===== src/esc_pkg.sv =====
// esc_pkg: shared types, constants and lookup functions for the epoch
// seconds to calendar block. No dependencies; imported by every module.
`default_nettype none

package esc_pkg;

    // input and output field widths
    localparam int EPOCH_W = 32;
    localparam int YEAR_W  = 12;
    localparam int MONTH_W = 4;
    localparam int DAY_W   = 5;
    localparam int HOUR_W  = 5;
    localparam int MIN_W   = 6;
    localparam int SEC_W   = 6;

    // 86400 = 2^7 * 675: the low 7 bits pass through, the rest divides by 675
    localparam int                  SOD_LOW_W   = 7;
    localparam int                  DAYS_W      = 16;
    localparam int                  DREM_W      = 10;
    localparam logic [DREM_W-1:0]   DAY_DIVISOR = 10'd675;
    localparam int                  SOD_W       = DREM_W + SOD_LOW_W;
    localparam int                  DVD_W       = EPOCH_W - SOD_LOW_W;
    localparam int                  DBACK_W     = DVD_W + 1;

    // days = (t >> 7) * ceil(2^35 / 675) >> 35, exact over the 25-bit range
    localparam int                     DAY_RECIP_W = 26;
    localparam logic [DAY_RECIP_W-1:0] DAY_RECIP   = 26'd50903317;
    localparam int                     DAY_SHIFT   = 35;
    localparam int                     DAY_PROD_W  = DVD_W + DAY_RECIP_W;

    // hour = (sod >> 4) * ceil(2^21 / 225) >> 21, exact for sod < 86400
    localparam int                      MREM_W       = 12;
    localparam int                      HOUR_PRE     = 4;
    localparam int                      HOUR_RECIP_W = 14;
    localparam logic [HOUR_RECIP_W-1:0] HOUR_RECIP   = 14'd9321;
    localparam int                      HOUR_SHIFT   = 21;
    localparam int                      HOUR_PROD_W  = SOD_W - HOUR_PRE + HOUR_RECIP_W;
    localparam logic [MREM_W-1:0]       HOUR_SECS    = 12'd3600;

    // minute = (rem >> 2) * ceil(2^14 / 15) >> 14, exact for rem < 3600
    localparam int                     MIN_PRE     = 2;
    localparam int                     MIN_RECIP_W = 11;
    localparam logic [MIN_RECIP_W-1:0] MIN_RECIP   = 11'd1093;
    localparam int                     MIN_SHIFT   = 14;
    localparam int                     MIN_PROD_W  = MREM_W - MIN_PRE + MIN_RECIP_W;
    localparam logic [SEC_W-1:0]       MIN_SECS    = 6'd60;

    localparam logic [YEAR_W-1:0]  EPOCH_YEAR = 12'd1970;
    localparam logic [MONTH_W-1:0] MONTH_JAN  = 4'd0;
    localparam logic [MONTH_W-1:0] MONTH_FEB  = 4'd1;
    localparam logic [MONTH_W-1:0] MONTH_DEC  = 4'd11;

    // commands from the controller to the datapath
    typedef struct packed {
        logic load;
        logic day_mul;
        logic day_rem;
        logic hour_mul;
        logic hour_rem;
        logic min_mul;
        logic min_rem;
        logic year_step;
        logic month_step;
    } esc_cmd_t;

    // status from the datapath to the controller
    typedef struct packed {
        logic year_fit;
        logic month_fit;
    } esc_status_t;

    // leap rule over the reachable years 1970..2106: 2000 is a leap
    // century year, 2100 is the only century year that is not
    function automatic logic leap_year(input logic [YEAR_W-1:0] y);
        logic result;
        result = (y[1:0] == 2'b00) && (y != 12'd2100);
        return result;
    endfunction

    function automatic logic [8:0] year_days(input logic [YEAR_W-1:0] y);
        logic [8:0] result;
        result = leap_year(y) ? 9'd366 : 9'd365;
        return result;
    endfunction

    function automatic logic [DAY_W-1:0] month_days(input logic [MONTH_W-1:0] m,
                                                    input logic leap);
        logic [DAY_W-1:0] result;
        case (m)
            4'd0:    result = 5'd31;
            4'd1:    result = leap ? 5'd29 : 5'd28;
            4'd2:    result = 5'd31;
            4'd3:    result = 5'd30;
            4'd4:    result = 5'd31;
            4'd5:    result = 5'd30;
            4'd6:    result = 5'd31;
            4'd7:    result = 5'd31;
            4'd8:    result = 5'd30;
            4'd9:    result = 5'd31;
            4'd10:   result = 5'd30;
            default: result = 5'd31;
        endcase
        return result;
    endfunction

endpackage

`default_nettype wire


===== src/esc_ctrl.sv =====
// esc_ctrl: sequencing state machine for the calendar conversion.
// Depends on esc_pkg; drives esc_dp through command and status structs.
`default_nettype none

module esc_ctrl (
    input  wire                  clk,
    input  wire                  rst_n,
    input  wire                  start,
    input  esc_pkg::esc_status_t status,
    output esc_pkg::esc_cmd_t    cmd,
    output logic                 busy,
    output logic                 done
);
    import esc_pkg::*;

    typedef enum logic [8:0] {
        ST_IDLE  = 9'b000000001,
        ST_DAYS  = 9'b000000010,
        ST_DREM  = 9'b000000100,
        ST_HOUR  = 9'b000001000,
        ST_HREM  = 9'b000010000,
        ST_MIN   = 9'b000100000,
        ST_MREM  = 9'b001000000,
        ST_YEAR  = 9'b010000000,
        ST_MONTH = 9'b100000000
    } esc_state_t;

    esc_state_t state_reg, state_next;
    logic       done_reg, done_next;

    // control registers
    always_ff @(posedge clk or negedge rst_n)
    begin
        if (!rst_n)
        begin
            state_reg <= ST_IDLE;
            done_reg  <= 1'b0;
        end
        else
        begin
            state_reg <= state_next;
            done_reg  <= done_next;
        end
    end

    // next state and commands
    always_comb
    begin
        state_next = state_reg;
        done_next  = 1'b0;
        cmd        = '0;

        case (state_reg)
            ST_IDLE:
            begin
                if (start)
                begin
                    cmd.load   = 1'b1;
                    state_next = ST_DAYS;
                end
            end
            // split into days and time of day, one multiply per cycle
            ST_DAYS:
            begin
                cmd.day_mul = 1'b1;
                state_next  = ST_DREM;
            end
            ST_DREM:
            begin
                cmd.day_rem = 1'b1;
                state_next  = ST_HOUR;
            end
            ST_HOUR:
            begin
                cmd.hour_mul = 1'b1;
                state_next   = ST_HREM;
            end
            ST_HREM:
            begin
                cmd.hour_rem = 1'b1;
                state_next   = ST_MIN;
            end
            ST_MIN:
            begin
                cmd.min_mul = 1'b1;
                state_next  = ST_MREM;
            end
            ST_MREM:
            begin
                cmd.min_rem = 1'b1;
                state_next  = ST_YEAR;
            end
            ST_YEAR:
            begin
                if (status.year_fit)
                begin
                    state_next = ST_MONTH;
                end
                else
                begin
                    cmd.year_step = 1'b1;
                end
            end
            ST_MONTH:
            begin
                if (status.month_fit)
                begin
                    done_next  = 1'b1;
                    state_next = ST_IDLE;
                end
                else
                begin
                    cmd.month_step = 1'b1;
                end
            end
            default:
            begin
                state_next = ST_IDLE;
            end
        endcase
    end

    assign busy = (state_reg != ST_IDLE);
    assign done = done_reg;

endmodule

`default_nettype wire


===== src/esc_dp.sv =====
// esc_dp: datapath of the calendar conversion: reciprocal multiplies for
// days, hour and minute, year and month walks. Depends on esc_pkg.
`default_nettype none

module esc_dp (
    input  wire                                 clk,
    input  wire  [esc_pkg::EPOCH_W-1:0]         epoch_seconds,
    input  esc_pkg::esc_cmd_t                   cmd,
    output esc_pkg::esc_status_t                status,
    output logic [esc_pkg::YEAR_W-1:0]          year,
    output logic [esc_pkg::MONTH_W-1:0]         month,
    output logic [esc_pkg::DAY_W-1:0]           day,
    output logic [esc_pkg::HOUR_W-1:0]          hour,
    output logic [esc_pkg::MIN_W-1:0]           minute,
    output logic [esc_pkg::SEC_W-1:0]           second
);
    import esc_pkg::*;

    logic [DVD_W-1:0]       dvd_reg;
    logic [SOD_LOW_W-1:0]   sod_low_reg;
    logic [DAYS_W-1:0]      days_reg;
    logic [DREM_W-1:0]      drem_reg;
    logic [HOUR_W-1:0]      hour_reg;
    logic [MREM_W-1:0]      mrem_reg;
    logic [MIN_W-1:0]       minute_reg;
    logic [SEC_W-1:0]       second_reg;
    logic [YEAR_W-1:0]      year_reg;
    logic [MONTH_W-1:0]     mon_reg;

    logic [DAY_PROD_W-1:0]  day_prod;
    logic [DBACK_W-1:0]     day_back;
    logic [DBACK_W-1:0]     day_diff;
    logic [SOD_W-1:0]       sod;
    logic [HOUR_PROD_W-1:0] hour_prod;
    logic [SOD_W-1:0]       hour_back;
    logic [SOD_W-1:0]       hour_diff;
    logic [MIN_PROD_W-1:0]  min_prod;
    logic [MREM_W-1:0]      min_back;
    logic [MREM_W-1:0]      min_diff;
    logic [8:0]             ylen;
    logic [DAY_W-1:0]       mlen;

    // whole days and the remainder of the day division
    assign day_prod = DAY_PROD_W'(dvd_reg) * DAY_PROD_W'(DAY_RECIP);
    assign day_back = DBACK_W'(days_reg) * DBACK_W'(DAY_DIVISOR);
    assign day_diff = {1'b0, dvd_reg} - day_back;

    // hour and the seconds left in the hour
    assign sod       = {drem_reg, sod_low_reg};
    assign hour_prod = HOUR_PROD_W'(sod[SOD_W-1:HOUR_PRE]) * HOUR_PROD_W'(HOUR_RECIP);
    assign hour_back = SOD_W'(hour_reg) * SOD_W'(HOUR_SECS);
    assign hour_diff = sod - hour_back;

    // minute and second
    assign min_prod = MIN_PROD_W'(mrem_reg[MREM_W-1:MIN_PRE]) * MIN_PROD_W'(MIN_RECIP);
    assign min_back = MREM_W'(minute_reg) * MREM_W'(MIN_SECS);
    assign min_diff = mrem_reg - min_back;

    // lengths of the current year and month
    assign ylen = year_days(year_reg);
    assign mlen = month_days(mon_reg, leap_year(year_reg));

    assign status.year_fit  = (days_reg < {{(DAYS_W-9){1'b0}}, ylen});
    assign status.month_fit = (mon_reg == MONTH_DEC) ||
                              (days_reg < {{(DAYS_W-DAY_W){1'b0}}, mlen});

    // day count and calendar walk registers
    always_ff @(posedge clk)
    begin
        if (cmd.load)
        begin
            dvd_reg     <= epoch_seconds[EPOCH_W-1:SOD_LOW_W];
            sod_low_reg <= epoch_seconds[SOD_LOW_W-1:0];
            year_reg    <= EPOCH_YEAR;
            mon_reg     <= MONTH_JAN;
        end
        else if (cmd.day_mul)
        begin
            days_reg <= day_prod[DAY_SHIFT +: DAYS_W];
        end
        else if (cmd.year_step)
        begin
            days_reg <= days_reg - {{(DAYS_W-9){1'b0}}, ylen};
            year_reg <= year_reg + 1'b1;
        end
        else if (cmd.month_step)
        begin
            days_reg <= days_reg - {{(DAYS_W-DAY_W){1'b0}}, mlen};
            mon_reg  <= mon_reg + 1'b1;
        end
    end

    // time of day registers
    always_ff @(posedge clk)
    begin
        if (cmd.day_rem)
        begin
            drem_reg <= day_diff[DREM_W-1:0];
        end
        if (cmd.hour_mul)
        begin
            hour_reg <= hour_prod[HOUR_SHIFT +: HOUR_W];
        end
        if (cmd.hour_rem)
        begin
            mrem_reg <= hour_diff[MREM_W-1:0];
        end
        if (cmd.min_mul)
        begin
            minute_reg <= min_prod[MIN_SHIFT +: MIN_W];
        end
        if (cmd.min_rem)
        begin
            second_reg <= min_diff[SEC_W-1:0];
        end
    end

    // result fields
    assign year   = year_reg;
    assign month  = mon_reg + 1'b1;
    assign day    = days_reg[DAY_W-1:0] + 1'b1;
    assign hour   = hour_reg;
    assign minute = minute_reg;
    assign second = second_reg;

endmodule

`default_nettype wire


===== src/epoch_seconds_to_calendar.sv =====
// Converts a count of seconds since 1970-01-01 00:00:00 into Gregorian date
// and time of day. A request is taken when start is high while busy is low;
// done pulses for one cycle with the result, which the receiver cannot stall.
// Reciprocal multiplies and back-subtractions in turn split the count into
// days, hour, minute and second (86400 = 675 * 128); then the years are
// walked from 1970 (up to 136), then the months (up to 11), and done is
// registered. Busy stays high until done, and a new request may be made in
// the cycle done is high.
// Depends on esc_pkg, esc_ctrl and esc_dp.
`default_nettype none

module epoch_seconds_to_calendar (
    input  wire                          clk,
    input  wire                          rst_n,
    input  wire                          start,
    output logic                         busy,
    input  wire  [esc_pkg::EPOCH_W-1:0]  epoch_seconds,
    output logic                         done,
    output logic [esc_pkg::YEAR_W-1:0]   year,
    output logic [esc_pkg::MONTH_W-1:0]  month,
    output logic [esc_pkg::DAY_W-1:0]    day,
    output logic [esc_pkg::HOUR_W-1:0]   hour,
    output logic [esc_pkg::MIN_W-1:0]    minute,
    output logic [esc_pkg::SEC_W-1:0]    second
);
    import esc_pkg::*;

    esc_cmd_t    cmd;
    esc_status_t status;

    // sequencing
    esc_ctrl u_ctrl (
        .clk    (clk),
        .rst_n  (rst_n),
        .start  (start),
        .status (status),
        .cmd    (cmd),
        .busy   (busy),
        .done   (done)
    );

    // arithmetic
    esc_dp u_dp (
        .clk           (clk),
        .epoch_seconds (epoch_seconds),
        .cmd           (cmd),
        .status        (status),
        .year          (year),
        .month         (month),
        .day           (day),
        .hour          (hour),
        .minute        (minute),
        .second        (second)
    );

endmodule

`default_nettype wire


===== config.mk =====
export PLATFORM = sky130hd
export DESIGN_NAME = epoch_seconds_to_calendar
export DESIGN_NICKNAME = d
export VERILOG_FILES = /design/src/esc_pkg.sv /design/src/esc_ctrl.sv /design/src/esc_dp.sv /design/src/epoch_seconds_to_calendar.sv
export SDC_FILE = /design/constraint.sdc
export NUM_CORES = 1
export LEC_CHECK = 0
export ABC_AREA = 1
export ABC_CLOCK_PERIOD_IN_PS = 7450
export BUFFER_PORTS_ARGS = -buffer_cell sky130_fd_sc_hd__buf_4
export CAP_MARGIN = 20
export CORE_ASPECT_RATIO = 0.7
export CORE_MARGIN = 5
export CORE_UTILIZATION = 41
export CTS_BUF_LIST = sky130_fd_sc_hd__clkbuf_16
export CTS_CLUSTER_SIZE = 10
export DETAILED_ROUTE_END_ITERATION = 6
export PLACE_DENSITY_LB_ADDON = 0.1
export SYNTH_ARGS = -nofsm -noshare
export SYNTH_HDL_FRONTEND = slang
export SYNTH_HIERARCHICAL = 1
export SYNTH_SLANG_ARGS = --single-unit
export TNS_END_PERCENT = 1

===== constraint.sdc =====
create_clock -name clk -period 7.45 [get_ports clk]
set_clock_uncertainty 0.15 [all_clocks]
set_input_delay 1.49 -clock clk [delete_from_list [all_inputs] [get_ports clk]]
set_output_delay 1.49 -clock clk [all_outputs]
set_load 0.02 [all_outputs]

-- Word level (Yosys, flattened, before mapping)
Cells that the tools add are included.
- register bits after elaboration: 113
- bits in latches: 0
- RAM bits: 0
- ROM bits: 0
- bits of input ports: 35
- output and inout bits: 40
- logic and storage cells: 84
- memories kept: 0
- $add $sub $neg: 8
- multiply operators: 6
- div/mod/pow operators: 0
- order comparisons: 2
- equal/unequal tests: 20
- shift-type cells: 0
- muxes and demuxes: 24
- bitwise gates (word level): 3
- reduce and logical (&&, ||, !) cells: 9
- operators by type and width (cell ; count):
    $pmux 9 s9 ; 1
    $mul 25x26->51 const B ; 1
    $mux 16 ; 3
    $mux 9 ; 3
    $mul 13x14->26 const B ; 1
    $mul 10x11->20 const B ; 1
    $lt 16x5->1 ; 1
    $lt 16x9->1 ; 1
    $mul 16x10->10 const B ; 1
    $sub 16x5->16 ; 1
    $sub 16x9->16 ; 1
    $mux 1 ; 15
    $add 12x1->12 const B ; 1
    $eq 4x4->1 const B ; 3
    $ne 12x12->1 const B ; 1
    $sub 12x12->12 ; 1
    $pmux 5 s2 ; 1
    $sub 10x10->10 ; 1
    $eq 9x1->1 const B ; 1
    $eq 9x2->1 const B ; 1
    $eq 9x3->1 const B ; 1
    $eq 9x4->1 const B ; 1
    $eq 9x5->1 const B ; 1
    $eq 9x6->1 const B ; 1
    other kinds (22) ; 28

-- Longest topological paths before layout
- depth in word-level cells: 11
- mapped depth: 29
- gate-level depth less buffers: 29

-- By module
Netlist, hierarchy kept.
- by module, submodules not included (module ; times used ; cells each ; area an instance (µm²) ; sequential area each (µm²)):
    esc_dp ; 1 ; 2577 ; 21016.4 ; 2932.8
    esc_ctrl ; 1 ; 91 ; 620.6 ; 251.5

-- Worst setup path after synthesis
OpenSTA, ideal clock, no wires.
- path kind: register to register
- start: reg u_dp.dvd_reg[23]
- end: reg u_dp.days_reg[9], data pin
- setup time: 0.256 ns
- arrival time: 5.261 ns
- required time: 7.044 ns
- setup slack: 1.783 ns
- stages on the path, launching flop included: 24
- buffers on the path: 0
- period minus slack after synthesis: 5.667 ns
- path through: edfxtp_1 fa_1 inv_1 fa_1 inv_1 fa_1 inv_1 fa_1 inv_1 fa_1 fa_1 ha_1 ha_1 nand2_1 nor2_1 inv_1 nor2_1 nand2_1 nor2_1 nand2_1 nand3_1 nand2_1 nand3_1 nand2_1
- longest elaborated chain between the ends: 2
- ends and longest elaborated chain (element ; line ; text):
    start, declared ; esc_dp.sv:19 ; logic [DVD_W-1:0] dvd_reg;
    start signal, assigned ; esc_dp.sv:72 ; dvd_reg <= epoch_seconds[EPOCH_W-1:SOD_LOW_W];
    $mul 25x26->51 ; esc_dp.sv:44 ; assign day_prod = DAY_PROD_W'(dvd_reg) * DAY_PROD_W'(DAY_RECIP);
    $mux 16 ; esc_dp.sv:77 ; else if (cmd.day_mul)
    end signal, assigned ; esc_dp.sv:79 ; days_reg <= day_prod[DAY_SHIFT +: DAYS_W];
    end signal, assigned ; esc_dp.sv:83 ; days_reg <= days_reg - {{(DAYS_W-9){1'b0}}, ylen};
    end signal, assigned ; esc_dp.sv:88 ; days_reg <= days_reg - {{(DAYS_W-DAY_W){1'b0}}, mlen};
    end, declared ; esc_dp.sv:21 ; logic [DAYS_W-1:0] days_reg;
No other way between the ends.
A chain may end at the register's enable or synchronous reset.

-- Final worst setup path
- start: reg u_dp.dvd_reg[5]
- end: reg u_dp.days_reg[15], data pin
Same word-level chain as after synthesis.

==> results.md <==
| Parameter | Reported | Unit |
|:---|:---|:---|
| Sequential cell area fraction in the yosys report | 14.7 | % |
| Min-Delay Path Depth | 0 | - |
| Number of antenna violations at the first check in global routing | 0 | - |
| R2R setup slack | 0.68 | ns |
| DRT iter0 DRCs | 1169 | - |
| Critical path data arrival time | 6.83 | ns |
| Number of buffer and inverter instances along the worst setup path | 7 | - |
| Starting Density | 41.5 | % |
| Number of library cell types mapped by synthesis | 49 | - |
| Share of synthesized registers carrying an async set or reset | 8.85 | % |
| Post-Syn Area | 21600 | µm² |
| Leading post-synthesis cells by cell area | ha_1 27%, fa_1 22%, inv_1 13% | - |
| Global routing usage summed across all routing layers | 22.1 | % |
| Number of instances in the synthesized netlist | 2668 | - |
| Clock network latency to the later pin of the worst-skew pair | 0.45 | ns |
| Routed vias | 16800 | - |
| Required time at the endpoint of the critical path | 7.51 | ns |
| Maximum number of pins on one net before global-route repair | 28 | - |
| Aggregate negative setup slack | 0 | ns |
| Slowest library cell on the worst path | edfxtp_1 | - |
| Via count of the first global-routing pass | 17200 | - |
| Quantity of I/O buffers inserted on ports | 74 | - |
| GR Overflow Total | 0 | - |
| CTS tree | built | - |
| Setup repair after global routing missed its margin | no | - |
| Outcome | finished clean | - |
| Worst setup timing slack at the placement stage | 0.625 | ns |
| Most common library cell in the layout ignoring fill and taps | inv_1 | - |
| Worst Setup Slack, final | 0.680 | ns |
| Top flip-flop cell by instance count after synthesis | edfxtp_1 | - |
| Synthesized area divided by synthesized cell count | 8.11 | µm² |
| Start-to-end type of the worst setup path | reg -> reg | - |
| Launch instance of the worst register-to-register path | u_dp/dvd_reg[5]$_DFFE_PP_ | - |
| Count of yosys warnings during synthesis | 6 | - |
| DRT Pass-1 Iters | 5 | - |
| Number of fill cells in the layout | 5247 | - |
| Clock Root Buffer | clkbuf_16 | - |
| Number of nets in the layout | 3498 | - |
| Final number of hold-violating endpoints | 0 | - |
| Number of antenna repair diodes | 0 | - |
| Slowest cell delay on critical path | 0.85 | ns |
| Element type at the critical path end | flip-flop | - |
| Clock slew at the register clock pins of the worst setup and hold paths | 0.07 | ns |
| Count of nets left with antenna violations after detail routing | 0 | - |
| Number of levels the H-tree was split into | 4 | - |
| Max frequency | 148 | MHz |
| Beginning of the critical path | u_dp/dvd_reg[5]$_DFFE_PP_ | - |
| Number of cells on the critical path | 25 | - |
| Cell type contributing the most total cell area after synthesis | ha_1 | - |
| Number of cell rows | 70 | - |
| Nature of the critical path startpoint | flip-flop | - |
| Number of instances resized during post-cts repair | 0 | - |
| Post-detailed-route via-to-cell ratio | 4.84 | - |
| Standard cell core area | 52200 | µm² |
| Area fraction of the dominant cell type after synthesis | 26.8 | % |
| Num Clock Sinks | 113 | - |
| Class of the most critical hold timing path | reg -> reg | - |
| Post-CTS Setup Inserts | 0 | - |
| Num ports | 75 | - |
| Slew at the pin closest to its max-slew limit | 1.04 | ns |
| Buffer depth of the longest clock path | 2 | - |
| Register bit total from synthesis | 113 | - |
| Endpoint of the worst register-to-register path | u_dp/days_reg[15]$_DFFE_PP_ | - |
| Final weighted congestion in routability-driven placement | 0.963 | - |
| Layout Area Growth over Synthesis | 9.44 | % |
| Max FFs per register | 25 | - |
| MaxCap Viol Count | 0 | - |
| Width of the chip | 285 | µm |
| Count of cells along the worst register-to-register path | 25 | - |
| Die Y | 202 | µm |
| End point of the critical path | u_dp/days_reg[15]$_DFFE_PP_ | - |
| Hold-fix buffers, CTS | 0 | - |
| Overall die area | 57500 | µm² |
| DRT Wirelength | 62000 | µm |
| DRC viols | 0 | - |
| First-pass GRT wire length | 97800 | µm |
| Crit Path Max Fanout | 11 | - |
| Fraction of final layout cells with drive strength greater than 1 | 5.23 | % |
| Core utilization of the finished layout | 45.4 | % |
| Net count after synthesis | 3404 | - |
| DP HPWL | 54300 | µm |
| Worst path top cell family by delay | adder cells | - |
| Most common cell type on the critical path | inv_1 | - |
| Headroom to the max-slew limit | 30.5 | % |
| Number of buffers inserted during clock tree synthesis | 17 | - |
| Commonest non-fill, non-tap cells in the layout | 767 x inv_1, 536 x nand2_1, 464 x ha_1 | - |
| Number of enable-type register cells in the synthesized netlist | 87 | - |
| Max Slew Vio Count | 0 | - |
| Crit share post-route | 90.9 | % |
| Post-DR wirelength/cell | 17.9 | µm |
| Final count of negative-setup-slack endpoints | 0 | - |
| Minimum clock period | 6.77 | ns |
-- area by class of cell --
class | count | area, µm² | area share, %
timing repair buffer | 83 | 627 | 2.65
inverter | 772 | 2900 | 12.2
sequential | 113 | 3180 | 13.4
clock inverter | 13 | 113 | 0.476
clock buffer | 19 | 475 | 2.01
multi-input combinational | 1775 | 15500 | 65.6
tap | 684 | 856 | 3.61
-- worst min-delay path by stage --
stage | from | end | slack (ns)
detailed placement | u_dp/sod_low_reg[2]$_DFFE_PP_ | u_dp/mrem_reg[2]$_DFFE_PP_ | 0.26
global placement | u_dp/mrem_reg[0]$_DFFE_PP_ | u_dp/second[0]$_DFFE_PP_ | 0.25
global route | u_dp/sod_low_reg[2]$_DFFE_PP_ | u_dp/mrem_reg[2]$_DFFE_PP_ | 0.28
finish | u_dp/sod_low_reg[0]$_DFFE_PP_ | u_dp/mrem_reg[0]$_DFFE_PP_ | 0.27
floorplan | u_dp/sod_low_reg[0]$_DFFE_PP_ | u_dp/mrem_reg[0]$_DFFE_PP_ | 0.25
CTS | u_dp/sod_low_reg[2]$_DFFE_PP_ | u_dp/mrem_reg[2]$_DFFE_PP_ | 0.28
-- cells in the mapped netlist, types with 4 or more instances --
master    number
inv_1        767
nand2_1      536
ha_1         464
fa_1         237
nor2_1       131
a21oi_1       92
nand3_1       89
edfxtp_1      87
o21ai_0       45
nand4_1       34
xor2_1        32
xnor2_1       22
nor3_1        20
dfxtp_1       16
o21bai_1      10
dfrtp_1        9
nor2_2         7
a21o_1         6
a211oi_1       5
inv_2          5
nand2_2        5
and2_1         4
buf_2          4
nor2_4         4
o211ai_1       4
-- layer usage --
layer	vias to the layer above	global-route usage, %	part of all wire, %
li1	8385	-	-
met1	7961	34.7	54
met2	372	29.4	37
met3	38	7.09	8.2
met4	0	3.67	1.1
met5	-	0	0
-- cell families (layout without fill, tap and decap cells) --
kind of cell	count (synthesis)	count (layout)	synth area share, %
AOI/OAI and AO/OA	175	175	4.46
xor gates and xnor gates	54	54	2.19
adders and majority gates	701	701	48.8
buffers and inverters	780	887	13.6
DFF	113	113	14.7
muxes	1	1	0.0463
and+or+nand+nor	844	844	16.3
-- through the flow --
step                instances  area, µm²  hold WS (ns)
global placement         3426      23100         0.251
global route             3459      23700         0.284
CTS                      3458      23700         0.277
detailed placement       3426      23100         0.257
floorplan                2668      21600         0.250
finish                   3459      23700         0.273
-- worst register-to-register path, delay by kind of cell, from the launching register on --
| kind | cells | cell delay (ns) |
|---|---|---|
| flip-flops | 1 | 0.85 |
| buffers and inverters | 7 | 0.75 |
| adder cells (fa/ha/maj) | 8 | 3.54 |
| AND/OR/NAND/NOR | 10 | 1.27 |
Power is left out: the tool's default activity adds up to more than one toggle a clock period on the data nets, which glitch-free logic cannot reach.
